--- src/design/svwap_pkg.sv ---
`default_nettype none
// ----------------------------------------------------------------------------
// svwap_pkg
// Shared types, codes and constants of the wrap-aware wheel-mode positioner.
// ----------------------------------------------------------------------------
package svwap_pkg;

    // history of coarse samples
    localparam int HISTORY_DEPTH = 4;

    // item commands
    localparam logic [1:0] CMD_START  = 2'd0;
    localparam logic [1:0] CMD_SAMPLE = 2'd1;
    localparam logic [1:0] CMD_CLEAR  = 2'd2;

    // move phases
    localparam logic [1:0] PHASE_IDLE   = 2'd0;
    localparam logic [1:0] PHASE_COARSE = 2'd1;
    localparam logic [1:0] PHASE_FINE   = 2'd2;

    // configuration register indexes
    localparam logic [1:0] CFG_DEFAULT_SPEED = 2'd0;
    localparam logic [1:0] CFG_MAX_SPEED     = 2'd1;
    localparam logic [1:0] CFG_MIN_SPEED     = 2'd2;
    localparam logic [1:0] CFG_DEAD_BAND     = 2'd3;

    // configuration reset values
    localparam logic [9:0] DEFAULT_SPEED_RST = 10'd512;
    localparam logic [9:0] MAX_SPEED_RST     = 10'd1023;
    localparam logic [9:0] MIN_SPEED_RST     = 10'd40;
    localparam logic [5:0] DEAD_BAND_RST     = 6'd3;

    // position limits and thresholds
    localparam logic [9:0]        POS_TOP      = 10'h3FF;
    localparam logic [9:0]        POS_BOTTOM   = 10'h000;
    localparam logic [9:0]        NEAR_LIMIT   = 10'h040;
    localparam logic signed [10:0] STEP_LIMIT  = 11'sd15;
    localparam logic [9:0]        STALL_SPAN   = 10'd10;
    localparam logic [31:0]       STALL_MS     = 32'd500;
    localparam logic [31:0]       FINE_MS      = 32'd2000;

    // fine speed percentage: 20 + 80*err/30, full above the table
    localparam logic [9:0] PCT_TABLE_LEN = 10'd30;
    localparam logic [6:0] PCT_FULL      = 7'd100;
    localparam logic [6:0] PCT_TABLE [32] = '{
        7'd20, 7'd22, 7'd25, 7'd28, 7'd30, 7'd33, 7'd36, 7'd38,
        7'd41, 7'd44, 7'd46, 7'd49, 7'd52, 7'd54, 7'd57, 7'd60,
        7'd62, 7'd65, 7'd68, 7'd70, 7'd73, 7'd76, 7'd78, 7'd81,
        7'd84, 7'd86, 7'd89, 7'd92, 7'd94, 7'd97, 7'd100, 7'd100
    };

    // divide by 100 through reciprocal multiply, exact for products below 2^17
    localparam logic [34:0] DIV100_MUL = 35'd167773;

    // controller states
    typedef enum logic [3:0] {
        ST_IDLE = 4'b0001,
        ST_EVAL = 4'b0010,
        ST_MUL  = 4'b0100,
        ST_EMIT = 4'b1000
    } t_state;

    // controller to datapath
    typedef struct packed {
        logic load;
        logic eval;
        logic mul;
        logic emit;
    } t_ctrl_cmd;

    // datapath to controller
    typedef struct packed {
        logic out_free;
    } t_dp_status;

    // absolute difference of two positions
    function automatic logic [9:0] pos_dist(input logic [9:0] a, input logic [9:0] b);
        return (a > b) ? (a - b) : (b - a);
    endfunction

    // fine speed percentage for a given error
    function automatic logic [6:0] pct_of(input logic [9:0] err);
        return (err >= PCT_TABLE_LEN) ? PCT_FULL : PCT_TABLE[err[4:0]];
    endfunction

endpackage
`default_nettype wire

--- src/design/svwap_ctrl.sv ---
`default_nettype none
// ----------------------------------------------------------------------------
// svwap_ctrl
// Sequencer: takes one word, then steps the datapath through evaluate,
// divide and result load.
// ----------------------------------------------------------------------------
module svwap_ctrl
    import svwap_pkg::*;
(
    input  wire logic       i_clk,
    input  wire logic       i_rst_n,
    input  wire logic       i_in_valid,
    output logic            o_in_ready,
    input  wire t_dp_status i_status,
    output t_ctrl_cmd       o_cmd
);

    t_state r_state;
    t_state n_state;

    // next state
    always_comb begin
        n_state = r_state;
        case (r_state)
            ST_IDLE: begin
                if (i_in_valid) n_state = ST_EVAL;
            end
            ST_EVAL: n_state = ST_MUL;
            ST_MUL:  n_state = ST_EMIT;
            ST_EMIT: begin
                if (i_status.out_free) n_state = ST_IDLE;
            end
            default: n_state = ST_IDLE;
        endcase
    end

    always_ff @(posedge i_clk) begin
        if (!i_rst_n) begin
            r_state <= ST_IDLE;
        end else begin
            r_state <= n_state;
        end
    end

    // commands to the datapath
    assign o_in_ready = (r_state == ST_IDLE);
    assign o_cmd.load = i_in_valid && (r_state == ST_IDLE);
    assign o_cmd.eval = (r_state == ST_EVAL);
    assign o_cmd.mul  = (r_state == ST_MUL);
    assign o_cmd.emit = (r_state == ST_EMIT) && i_status.out_free;

endmodule
`default_nettype wire

--- src/design/svwap_dp.sv ---
`default_nettype none
// ----------------------------------------------------------------------------
// svwap_dp
// Datapath: configuration registers, move state, coarse sample history,
// fine speed scaling and the result register.
// ----------------------------------------------------------------------------
module svwap_dp
    import svwap_pkg::*;
(
    input  wire logic        i_clk,
    input  wire logic        i_rst_n,
    input  wire t_ctrl_cmd   i_cmd,
    output t_dp_status       o_status,
    // configuration
    input  wire logic        i_cfg_valid,
    output logic             o_cfg_ready,
    input  wire logic [1:0]  i_cfg_index,
    input  wire logic [9:0]  i_cfg_data,
    // input word
    input  wire logic [1:0]  i_item_cmd,
    input  wire logic [9:0]  i_target_position,
    input  wire logic [7:0]  i_speed_setting,
    input  wire logic        i_direction_negative,
    input  wire logic [9:0]  i_position,
    input  wire logic [31:0] i_time_ms,
    // result word
    output logic             o_out_valid,
    input  wire logic        i_out_ready,
    output logic             o_speed_valid,
    output logic [10:0]      o_speed_command,
    output logic             o_wheel_mode,
    output logic [1:0]       o_phase,
    output logic [1:0]       o_wait_state,
    output logic             o_finished,
    output logic             o_stuck,
    output logic             o_refused,
    output logic             o_restore_valid,
    output logic [9:0]       o_restore_position
);

    // configuration
    logic [9:0]  r_default_speed, r_max_speed, r_min_speed;
    logic [5:0]  r_dead_band;

    // latched input word
    logic [1:0]  r_cmd;
    logic [9:0]  r_tgt;
    logic [7:0]  r_spd;
    logic        r_dir;
    logic [9:0]  r_pos;
    logic [31:0] r_time;

    // move state
    logic        r_stuck, n_stuck;
    logic [1:0]  r_phase, n_phase;
    logic        r_wait_low, n_wait_low;
    logic        r_wait_high, n_wait_high;
    logic [9:0]  r_recent [HISTORY_DEPTH];
    logic [9:0]  n_recent [HISTORY_DEPTH];
    logic [2:0]  r_seen, n_seen;
    logic [9:0]  r_goal, n_goal;
    logic [9:0]  r_base, n_base;
    logic [9:0]  r_start_pos, n_start_pos;
    logic [31:0] r_start_time, n_start_time;
    logic [31:0] r_fine_time, n_fine_time;

    // staged result
    logic        r_res_sv, n_res_sv;
    logic [10:0] r_res_sc, n_res_sc;
    logic        r_res_fin, n_res_fin;
    logic        r_res_ref, n_res_ref;
    logic        r_res_rv, n_res_rv;
    logic [9:0]  r_res_rp, n_res_rp;
    logic        r_fine_spd, n_fine_spd;
    logic        r_fdir;
    logic [16:0] r_prod;
    logic [9:0]  r_quot;

    // output register
    logic        r_out_valid;
    logic        r_o_sv, r_o_wheel, r_o_fin, r_o_stuck, r_o_ref, r_o_rv;
    logic [10:0] r_o_sc;
    logic [1:0]  r_o_phase, r_o_wait;
    logic [9:0]  r_o_rp;

    // history flags
    logic [9:0]        newer [HISTORY_DEPTH];
    logic signed [10:0] d_dn [HISTORY_DEPTH];
    logic signed [10:0] d_up [HISTORY_DEPTH];
    logic all_hi, all_lo, all_p, desc, asc, leave_hi, leave_lo;

    // shared evaluation terms
    logic [9:0]  m_raw, start_mag, goal_eff, base_eff, err, fine_mag;
    logic [6:0]  pct;
    logic [16:0] prod;
    logic [34:0] qfull;
    logic        fine_call, fine_end, end_call, restore, timed, stall, seen_full;

    // start speed clamp
    always_comb begin
        m_raw = {r_spd, 2'b00};
        if (m_raw == 10'd0) begin
            start_mag = r_default_speed;
        end else if (m_raw > r_max_speed) begin
            start_mag = r_max_speed;
        end else if (m_raw < r_min_speed) begin
            start_mag = r_min_speed;
        end else begin
            start_mag = m_raw;
        end
    end

    // dead zone and step pattern of the sample history
    always_comb begin
        all_hi = 1'b1;
        all_lo = 1'b1;
        all_p  = 1'b1;
        desc   = 1'b1;
        asc    = 1'b1;
        for (int i = 0; i < HISTORY_DEPTH; i++) begin
            newer[i] = (i == 0) ? r_pos : r_recent[(i == 0) ? 0 : i - 1];
            d_dn[i]  = $signed({1'b0, r_recent[i]}) - $signed({1'b0, newer[i]});
            d_up[i]  = $signed({1'b0, newer[i]}) - $signed({1'b0, r_recent[i]});
            if (r_recent[i] != POS_TOP)    all_hi = 1'b0;
            if (r_recent[i] != POS_BOTTOM) all_lo = 1'b0;
            if (r_recent[i] != r_pos)      all_p  = 1'b0;
            if (d_dn[i] <= 11'sd0 || d_dn[i] >= STEP_LIMIT) desc = 1'b0;
            if (d_up[i] <= 11'sd0 || d_up[i] >= STEP_LIMIT) asc  = 1'b0;
        end
        leave_hi = (r_pos != POS_TOP) && all_hi;
        leave_lo = (r_pos != POS_BOTTOM) && all_lo;
    end

    // per-item decision
    always_comb begin
        n_stuck      = r_stuck;
        n_phase      = r_phase;
        n_wait_low   = r_wait_low;
        n_wait_high  = r_wait_high;
        n_recent     = r_recent;
        n_seen       = r_seen;
        n_goal       = r_goal;
        n_base       = r_base;
        n_start_pos  = r_start_pos;
        n_start_time = r_start_time;
        n_fine_time  = r_fine_time;
        n_res_sv     = 1'b0;
        n_res_sc     = 11'd0;
        n_res_fin    = 1'b0;
        n_res_ref    = 1'b0;
        n_res_rv     = 1'b0;
        n_res_rp     = 10'd0;
        fine_call    = 1'b0;
        end_call     = 1'b0;
        restore      = 1'b0;
        timed        = 1'b0;
        stall        = 1'b0;
        seen_full    = r_seen[2];

        case (r_cmd)
            CMD_START: begin
                if (r_stuck) begin
                    n_res_ref = 1'b1;
                end else begin
                    n_goal       = r_tgt;
                    n_base       = start_mag;
                    n_start_pos  = r_pos;
                    n_start_time = r_time;
                    n_seen       = 3'd0;
                    for (int i = 0; i < HISTORY_DEPTH; i++) n_recent[i] = 10'd0;
                    n_wait_low   = 1'b0;
                    n_wait_high  = 1'b0;
                    n_phase      = PHASE_COARSE;
                    n_res_sv     = 1'b1;
                    n_res_sc     = {r_dir, start_mag};
                    if (!(r_pos == POS_TOP || r_pos == POS_BOTTOM ||
                          pos_dist(r_tgt, r_pos) > NEAR_LIMIT)) begin
                        n_phase     = PHASE_FINE;
                        n_fine_time = r_time;
                        fine_call   = 1'b1;
                    end
                end
            end
            CMD_SAMPLE: begin
                if (r_phase == PHASE_COARSE) begin
                    // dead zone tracking and stall check once history is full
                    if (seen_full) begin
                        if (r_wait_high && (leave_hi || desc)) begin
                            n_wait_high = 1'b0;
                        end else if (leave_hi) begin
                            n_wait_low = 1'b1;
                        end else if (r_wait_low && (leave_lo || asc)) begin
                            n_wait_low = 1'b0;
                        end else if (leave_lo) begin
                            n_wait_high = 1'b1;
                        end else if (r_pos != POS_BOTTOM && r_pos != POS_TOP &&
                                     !r_wait_low && !r_wait_high && all_p &&
                                     (r_time - r_start_time) > STALL_MS &&
                                     pos_dist(r_start_pos, r_pos) < STALL_SPAN) begin
                            stall = 1'b1;
                        end
                    end
                    if (stall) begin
                        n_stuck  = 1'b1;
                        end_call = 1'b1;
                        restore  = 1'b1;
                    end else begin
                        for (int i = HISTORY_DEPTH - 1; i > 0; i--) begin
                            n_recent[i] = r_recent[i - 1];
                        end
                        n_recent[0] = r_pos;
                        n_seen = seen_full ? r_seen : 3'(r_seen + 3'd1);
                        if (!(r_pos == POS_TOP || r_pos == POS_BOTTOM || n_wait_low ||
                              n_wait_high || pos_dist(r_goal, r_pos) > NEAR_LIMIT)) begin
                            n_phase     = PHASE_FINE;
                            n_fine_time = r_time;
                            fine_call   = 1'b1;
                        end
                    end
                end else if (r_phase == PHASE_FINE) begin
                    fine_call = 1'b1;
                    timed     = 1'b1;
                end
            end
            CMD_CLEAR: begin
                n_stuck = 1'b0;
            end
            default: begin
            end
        endcase

        // fine approach: end or scaled speed
        goal_eff = (r_cmd == CMD_START) ? r_tgt : r_goal;
        base_eff = (r_cmd == CMD_START) ? start_mag : r_base;
        err      = pos_dist(goal_eff, r_pos);
        pct      = pct_of(err);
        prod     = 17'(base_eff) * 17'(pct);
        fine_end = (err <= {4'd0, r_dead_band}) ||
                   (timed && ((r_time - r_fine_time) >= FINE_MS));
        if (fine_call && fine_end) end_call = 1'b1;
        n_fine_spd = fine_call && !fine_end;
        if (n_fine_spd) n_res_sv = 1'b1;

        // end of move
        if (end_call) begin
            n_phase     = PHASE_IDLE;
            n_wait_low  = 1'b0;
            n_wait_high = 1'b0;
            n_res_sv    = 1'b1;
            n_res_sc    = {1'b0, r_max_speed};
            n_res_fin   = 1'b1;
            if (restore) begin
                n_res_rv = 1'b1;
                n_res_rp = r_start_pos;
            end
        end
    end

    // divide by 100 and floor at minimum speed
    assign qfull    = 35'(r_prod) * DIV100_MUL;
    assign fine_mag = (r_quot < r_min_speed) ? r_min_speed : r_quot;

    // configuration writes
    assign o_cfg_ready = 1'b1;
    always_ff @(posedge i_clk) begin
        if (!i_rst_n) begin
            r_default_speed <= DEFAULT_SPEED_RST;
            r_max_speed     <= MAX_SPEED_RST;
            r_min_speed     <= MIN_SPEED_RST;
            r_dead_band     <= DEAD_BAND_RST;
        end else if (i_cfg_valid) begin
            case (i_cfg_index)
                CFG_DEFAULT_SPEED: r_default_speed <= i_cfg_data;
                CFG_MAX_SPEED:     r_max_speed     <= i_cfg_data;
                CFG_MIN_SPEED:     r_min_speed     <= i_cfg_data;
                CFG_DEAD_BAND:     r_dead_band     <= i_cfg_data[5:0];
                default: begin
                end
            endcase
        end
    end

    // input word latch
    always_ff @(posedge i_clk) begin
        if (i_cmd.load) begin
            r_cmd  <= i_item_cmd;
            r_tgt  <= i_target_position;
            r_spd  <= i_speed_setting;
            r_dir  <= i_direction_negative;
            r_pos  <= i_position;
            r_time <= i_time_ms;
        end
    end

    // move state update
    always_ff @(posedge i_clk) begin
        if (!i_rst_n) begin
            r_stuck      <= 1'b0;
            r_phase      <= PHASE_IDLE;
            r_wait_low   <= 1'b0;
            r_wait_high  <= 1'b0;
            for (int i = 0; i < HISTORY_DEPTH; i++) r_recent[i] <= 10'd0;
            r_seen       <= 3'd0;
            r_goal       <= 10'd0;
            r_base       <= 10'd0;
            r_start_pos  <= 10'd0;
            r_start_time <= 32'd0;
            r_fine_time  <= 32'd0;
        end else if (i_cmd.eval) begin
            r_stuck      <= n_stuck;
            r_phase      <= n_phase;
            r_wait_low   <= n_wait_low;
            r_wait_high  <= n_wait_high;
            r_recent     <= n_recent;
            r_seen       <= n_seen;
            r_goal       <= n_goal;
            r_base       <= n_base;
            r_start_pos  <= n_start_pos;
            r_start_time <= n_start_time;
            r_fine_time  <= n_fine_time;
        end
    end

    // staged result and fine speed pipeline
    always_ff @(posedge i_clk) begin
        if (i_cmd.eval) begin
            r_res_sv   <= n_res_sv;
            r_res_sc   <= n_res_sc;
            r_res_fin  <= n_res_fin;
            r_res_ref  <= n_res_ref;
            r_res_rv   <= n_res_rv;
            r_res_rp   <= n_res_rp;
            r_fine_spd <= n_fine_spd;
            r_fdir     <= !(goal_eff > r_pos);
            r_prod     <= prod;
        end
        if (i_cmd.mul) begin
            r_quot <= qfull[33:24];
        end
    end

    // result register
    always_ff @(posedge i_clk) begin
        if (!i_rst_n) begin
            r_out_valid <= 1'b0;
        end else if (i_cmd.emit) begin
            r_out_valid <= 1'b1;
        end else if (i_out_ready) begin
            r_out_valid <= 1'b0;
        end
    end

    always_ff @(posedge i_clk) begin
        if (i_cmd.emit) begin
            r_o_sv    <= r_res_sv;
            r_o_sc    <= r_fine_spd ? {r_fdir, fine_mag} : r_res_sc;
            r_o_wheel <= (r_phase != PHASE_IDLE);
            r_o_phase <= r_phase;
            r_o_wait  <= {r_wait_high, r_wait_low};
            r_o_fin   <= r_res_fin;
            r_o_stuck <= r_stuck;
            r_o_ref   <= r_res_ref;
            r_o_rv    <= r_res_rv;
            r_o_rp    <= r_res_rp;
        end
    end

    assign o_status.out_free   = !r_out_valid || i_out_ready;
    assign o_out_valid         = r_out_valid;
    assign o_speed_valid       = r_o_sv;
    assign o_speed_command     = r_o_sc;
    assign o_wheel_mode        = r_o_wheel;
    assign o_phase             = r_o_phase;
    assign o_wait_state        = r_o_wait;
    assign o_finished          = r_o_fin;
    assign o_stuck             = r_o_stuck;
    assign o_refused           = r_o_ref;
    assign o_restore_valid     = r_o_rv;
    assign o_restore_position  = r_o_rp;

endmodule
`default_nettype wire

--- src/design/servo_wrap_aware_positioner.sv ---
`default_nettype none
// After an input word is taken, the result word is formed by evaluate,
// divide by 100 and load of the result register, in that order.
// The sequencer takes a new word only from idle, after the last word is
// through, and waits in its last step while the result register is full.
// Reset (synchronous, active low) clears the move state, the stuck flag and
// the result valid flag, and loads the configuration registers with defaults.
// ----------------------------------------------------------------------------
// servo_wrap_aware_positioner
// Wheel-mode servo positioner with dead zone tracking, stall detection and a
// scaled fine approach; sequencer plus datapath.
// ----------------------------------------------------------------------------
module servo_wrap_aware_positioner
    import svwap_pkg::*;
(
    input  wire logic        i_clk,
    input  wire logic        i_rst_n,
    // configuration
    input  wire logic        i_cfg_valid,
    output logic             o_cfg_ready,
    input  wire logic [1:0]  i_cfg_index,
    input  wire logic [9:0]  i_cfg_data,
    // input channel
    input  wire logic        i_in_valid,
    output logic             o_in_ready,
    input  wire logic [1:0]  i_cmd,
    input  wire logic [9:0]  i_target_position,
    input  wire logic [7:0]  i_speed_setting,
    input  wire logic        i_direction_negative,
    input  wire logic [9:0]  i_position,
    input  wire logic [31:0] i_time_ms,
    // output channel
    output logic             o_out_valid,
    input  wire logic        i_out_ready,
    output logic             o_speed_valid,
    output logic [10:0]      o_speed_command,
    output logic             o_wheel_mode,
    output logic [1:0]       o_phase,
    output logic [1:0]       o_wait_state,
    output logic             o_finished,
    output logic             o_stuck,
    output logic             o_refused,
    output logic             o_restore_valid,
    output logic [9:0]       o_restore_position
);

    t_ctrl_cmd  ctrl_cmd;
    t_dp_status dp_status;

    // sequencer
    svwap_ctrl u_ctrl (
        .i_clk      (i_clk),
        .i_rst_n    (i_rst_n),
        .i_in_valid (i_in_valid),
        .o_in_ready (o_in_ready),
        .i_status   (dp_status),
        .o_cmd      (ctrl_cmd)
    );

    // datapath
    svwap_dp u_dp (
        .i_clk                (i_clk),
        .i_rst_n              (i_rst_n),
        .i_cmd                (ctrl_cmd),
        .o_status             (dp_status),
        .i_cfg_valid          (i_cfg_valid),
        .o_cfg_ready          (o_cfg_ready),
        .i_cfg_index          (i_cfg_index),
        .i_cfg_data           (i_cfg_data),
        .i_item_cmd           (i_cmd),
        .i_target_position    (i_target_position),
        .i_speed_setting      (i_speed_setting),
        .i_direction_negative (i_direction_negative),
        .i_position           (i_position),
        .i_time_ms            (i_time_ms),
        .o_out_valid          (o_out_valid),
        .i_out_ready          (i_out_ready),
        .o_speed_valid        (o_speed_valid),
        .o_speed_command      (o_speed_command),
        .o_wheel_mode         (o_wheel_mode),
        .o_phase              (o_phase),
        .o_wait_state         (o_wait_state),
        .o_finished           (o_finished),
        .o_stuck              (o_stuck),
        .o_refused            (o_refused),
        .o_restore_valid      (o_restore_valid),
        .o_restore_position   (o_restore_position)
    );

endmodule
`default_nettype wire

--- config.mk ---
export PLATFORM = sky130hd
export DESIGN_NAME = servo_wrap_aware_positioner
export DESIGN_NICKNAME = d
export VERILOG_FILES = /design/src/design/svwap_pkg.sv /design/src/design/svwap_ctrl.sv /design/src/design/svwap_dp.sv /design/src/design/servo_wrap_aware_positioner.sv
export SDC_FILE = /design/constraint.sdc
export NUM_CORES = 2
export LEC_CHECK = 0
export BUFFER_PORTS_ARGS = -buffer_cell sky130_fd_sc_hd__buf_2
export CAP_MARGIN = 10
export CORE_ASPECT_RATIO = 2
export CORE_MARGIN = 3
export CORE_UTILIZATION = 35
export DETAILED_ROUTE_END_ITERATION = 6
export HOLD_SLACK_MARGIN = 0.03
export PLACE_DENSITY = 0.56
export SLEW_MARGIN = 20
export SYNTH_ARGS = -nofsm -noshare
export SYNTH_HDL_FRONTEND = slang
export SYNTH_SLANG_ARGS = --single-unit
export TNS_END_PERCENT = 1
--- constraint.sdc ---
create_clock -name i_clk -period 10.35 [get_ports i_clk]
set_input_delay 0.5175 -clock i_clk [delete_from_list [all_inputs] [get_ports i_clk]]
set_output_delay 0.5175 -clock i_clk [all_outputs]
set_load 0.1 [all_outputs]
==> impl_metrics.toml <==
[run_status]
run_status = "finished, violations left"
violated_checks = "DRC"

[timing]
finalWorstPathRequiredPeriod_ns = 9.578
layout_setup_ws_ns = 0.7717
report.final.setup_viol = 0
largest_clock_skew_in_the_final_design_ns = 0.02891
slew_headroom_pct = 23.31
timing.fmax_ghz = 0.1044
finalSetupTns_ns = 0
finalHoldViolations = 0
post_route_fraction_of_the_period_consumed_by_the_critical_path_pct = 92.54
rsz_0062_raised_after_global_routing = "false"
final-max-slew-violation-count = 0
max_slew.worst_pin.slew_ns = 1.121

[logic_synthesis]
synth_common_cells = "inv_1 (457), ha_1 (428), nand2_1 (345)"
post_synth_inst_count = 3789
netlist_area_um2 = 32710
synth.largest_area_cell = "ha_1"
cell_types_with_the_largest_area_share_after_synthesis = "ha_1 (16%), edfxtp_1 (14%), dfxtp_1 (11%)"
syn_nets = 4462
yosysMostFrequentCell = "inv_1"
synth_edf_count = 148
async_flop_share_pct = 0
yosysUniqueCellTypes = 93
post_synth_top_area_share_pct = 16.37
synth_seq_cells = 331
synthFlopType = "dfxtp_1"
syn_area_per_cell_um2 = 8.632
seq_area_frac_synth_pct = 24.79
yosys_warnings = 0

[power_and_ir_drop]
p_per_area_nw_per_um2 = 134.0
total_leakage_power_uw = 0.01516
fin_total_pwr_uw = 4792
peakVddDrop_mv = 0.1658

[floorplanning]
total_i_o_pin_count = 114
floorplan.rows = 158
floorplan.die.height_um = 438.3
floorplan.core_area_um2 = 92720
die-width_um = 222.2
dieArea_um2 = 97370
initial_utilization_pct = 35.28

[clock_tree]
clk-insertion-delay-late_ns = 0.58
cts_h_tree_depth = 2
tritoncts_buffer_count = 35
cts.path.max_buffers = 3
clockRootBuffer = "clkbuf_16"
cts_tree = "yes"
clkTransAtPathRegs_ns = 0.07
clock-sinks = 331

[routing]
wire_length_after_detailed_routing_um = 115300
dr.first_iter.drc_count = 1502
routedWlPerCell_um = 22.76
route.detailed.drc = 2
ant_nets = 0
via_count = 28390
detail_route.first_pass.iterations = 7
viasPerCell = 5.604

[run]
maxCapViolCount = 0

[critical_path]
critical-path-slowest-cell = "mux2i_1"
ff2ff_setup_slack_ns = 0.77
end_kind = "flip-flop"
setup.worst_path.class = "flip-flop to flip-flop"
critPathMostFrequentCell = "a21oi_1"
worst-endpoint-arrival_ns = 9.89
crit_fanout = 23
worst_ep_required_time_ns = 10.66
worstSetupStartpointType = "flip-flop"
critical_path.max_stage_delay_ns = 0.62

[layout]
layout.filler_cells = 9423
layout-drive-gt1-share_pct = 7.337
layout.core_utilization_pct = 38.57
area_growth_synth_to_finish_pct = 9.330
num-nets-final = 4503

[placed_design]
post-dp-hpwl_um = 91900
place_ws_ns = 0.1400
port_buffers = 112
finalWeightedCongestion = 1.008

[grt]
globalRouteTotalUtil_pct = 23.16
global_route.overflow_total = 0
grt_antenna_before_repair = 14
grt_pass1_vias = 29550
grt_start_max_net_pins = 89
grt_first_pass_wirelength_um = 173500

[min_path]
min-delay-path-class = "primary input to flip-flop"
==> state kept, by name, indices dropped and copies added (netlist names), 11 cells and up <==
signal                cells
u_dp.r_prod              17
u_dp.r_fine_time         32
u_dp.r_res_sc            11
u_dp.r_start_time        32
u_dp.o_speed_command     11
u_dp.newer               30
u_dp.r_time              32
==> cell usage in the layout, fill, tap and decap left out, types with 16 or more instances in the layout <==
| master | netlist | layout |
|---|---|---|
| and3_1 | 18 | 18 |
| nor4_1 | 23 | 22 |
| inv_1 | 457 | 456 |
| nor2_1 | 307 | 306 |
| nor3_1 | 54 | 54 |
| a21oi_1 | 283 | 283 |
| edfxtp_1 | 148 | 148 |
| o22ai_1 | 28 | 28 |
| xor2_1 | 36 | 35 |
| mux2i_1 | 114 | 114 |
| nand4_1 | 86 | 86 |
| a21o_1 | 60 | 60 |
| o21ai_0 | 136 | 134 |
| o21bai_1 | 20 | 20 |
| a211oi_1 | 34 | 34 |
| o21a_1 | 84 | 84 |
| buf_4 | 1 | 42 |
| and2_1 | 19 | 18 |
| o2111ai_1 | 16 | 16 |
| clkbuf_16 | 0 | 36 |
| nand2b_1 | 45 | 45 |
| fa_1 | 165 | 165 |
| nand2_1 | 345 | 344 |
| dfxtp_1 | 183 | 183 |
| o31ai_1 | 19 | 19 |
| or2_2 | 31 | 32 |
| xnor2_1 | 76 | 75 |
| nor2b_1 | 47 | 46 |
| nand3_1 | 57 | 57 |
| o211ai_1 | 47 | 47 |
| ha_1 | 428 | 428 |
| a31oi_1 | 26 | 26 |
| buf_2 | 18 | 112 |
==> layout make-up <==
type | instances | area (µm²) | share of cell area, %
Antenna cell | 8 | 20.02 | 0.05599
Clock buffer | 52 | 1041 | 2.911
Sequential cell | 331 | 8108 | 22.67
Tap cell | 1200 | 1501 | 4.199
Clock inverter | 12 | 160.2 | 0.4479
Timing Repair Buffer | 154 | 875.8 | 2.449
Inverter | 458 | 1722 | 4.815
Multi-Input combinational cell | 2850 | 22330 | 62.45
==> report_power, final <==
group          switching, µW  total (µW)  leakage [µW]  internal (µW)
Sequential              41.0        1470       0.00282           1430
Clock                    603        1380      0.000594            779
Combinational           1150        1940        0.0117            790
Total                   1790        4790        0.0152           3000
==> stage by stage <==
| stage | hold WS, ns | cell area (µm²) | std cells |
|---|---|---|---|
| after global routing | 0.09811 | 35740 | 5058 |
| final | 0.1068 | 35760 | 5065 |
| after detailed placement | 0.4045 | 34500 | 4992 |
| after CTS | 0.08424 | 35700 | 5056 |
| after floorplan | 0.4003 | 32710 | 3789 |
| after global placement | 0.4062 | 34490 | 4992 |
==> critical path: cells and delay by family (launching register included) <==
family	cells	cell delay, ns
flip-flops	1	0.48
buffers and inverters	5	0.65
XOR/XNOR	1	0.07
AND/OR/NAND/NOR	6	1.77
AO/OA/AOI/OAI	16	2.93
adder cells (fa/ha/maj)	7	2.79
multiplexers	1	0.62
==> worst paths after layout <==
path,end,start,cells past startpoint
worst max register to register,u_dp.r_prod[16],u_dp.r_cmd[1],36
worst min register to register,u_dp.o_restore_position[0],u_dp.r_res_rp[0],0
worst max-delay path,u_dp.r_prod[16],u_dp.r_cmd[1],36
worst min-delay path,u_dp.r_time[20],i_time_ms[20],1
==> repair_timing <==
action                     CTS  global route
hold endpoints to repair     0             0
hold buffers                 0             0
buffers inserted             0             1
setup endpoints to repair    0             5
resized for setup            0             5
==> logic make-up (layout without fill, tap and decap cells) <==
kind of cell | after synthesis | count (layout) | synth area share (%)
and+or+nand+nor | 1117 | 1117 | 16.40
AOI/OAI and AO/OA | 903 | 903 | 18.14
buffers and inverters | 608 | 676 | 7.253
adders and majority gates | 593 | 593 | 26.47
DFF | 331 | 331 | 24.79
muxes | 124 | 124 | 3.936
xor gates and xnor gates | 112 | 112 | 2.999
other | 1 | 9 | 0.01147
==> layer usage <==
| layer | track usage [%] | wire length, µm |
|---|---|---|
| met1 | 20.45 | 36530 |
| met3 | 2.596 | 4046 |
| met5 | 0 | 57 |
| met2 | 46.43 | 63730 |
| met4 | 18.12 | 10900 |
Note: power is estimated with default switching activity, not from simulation.
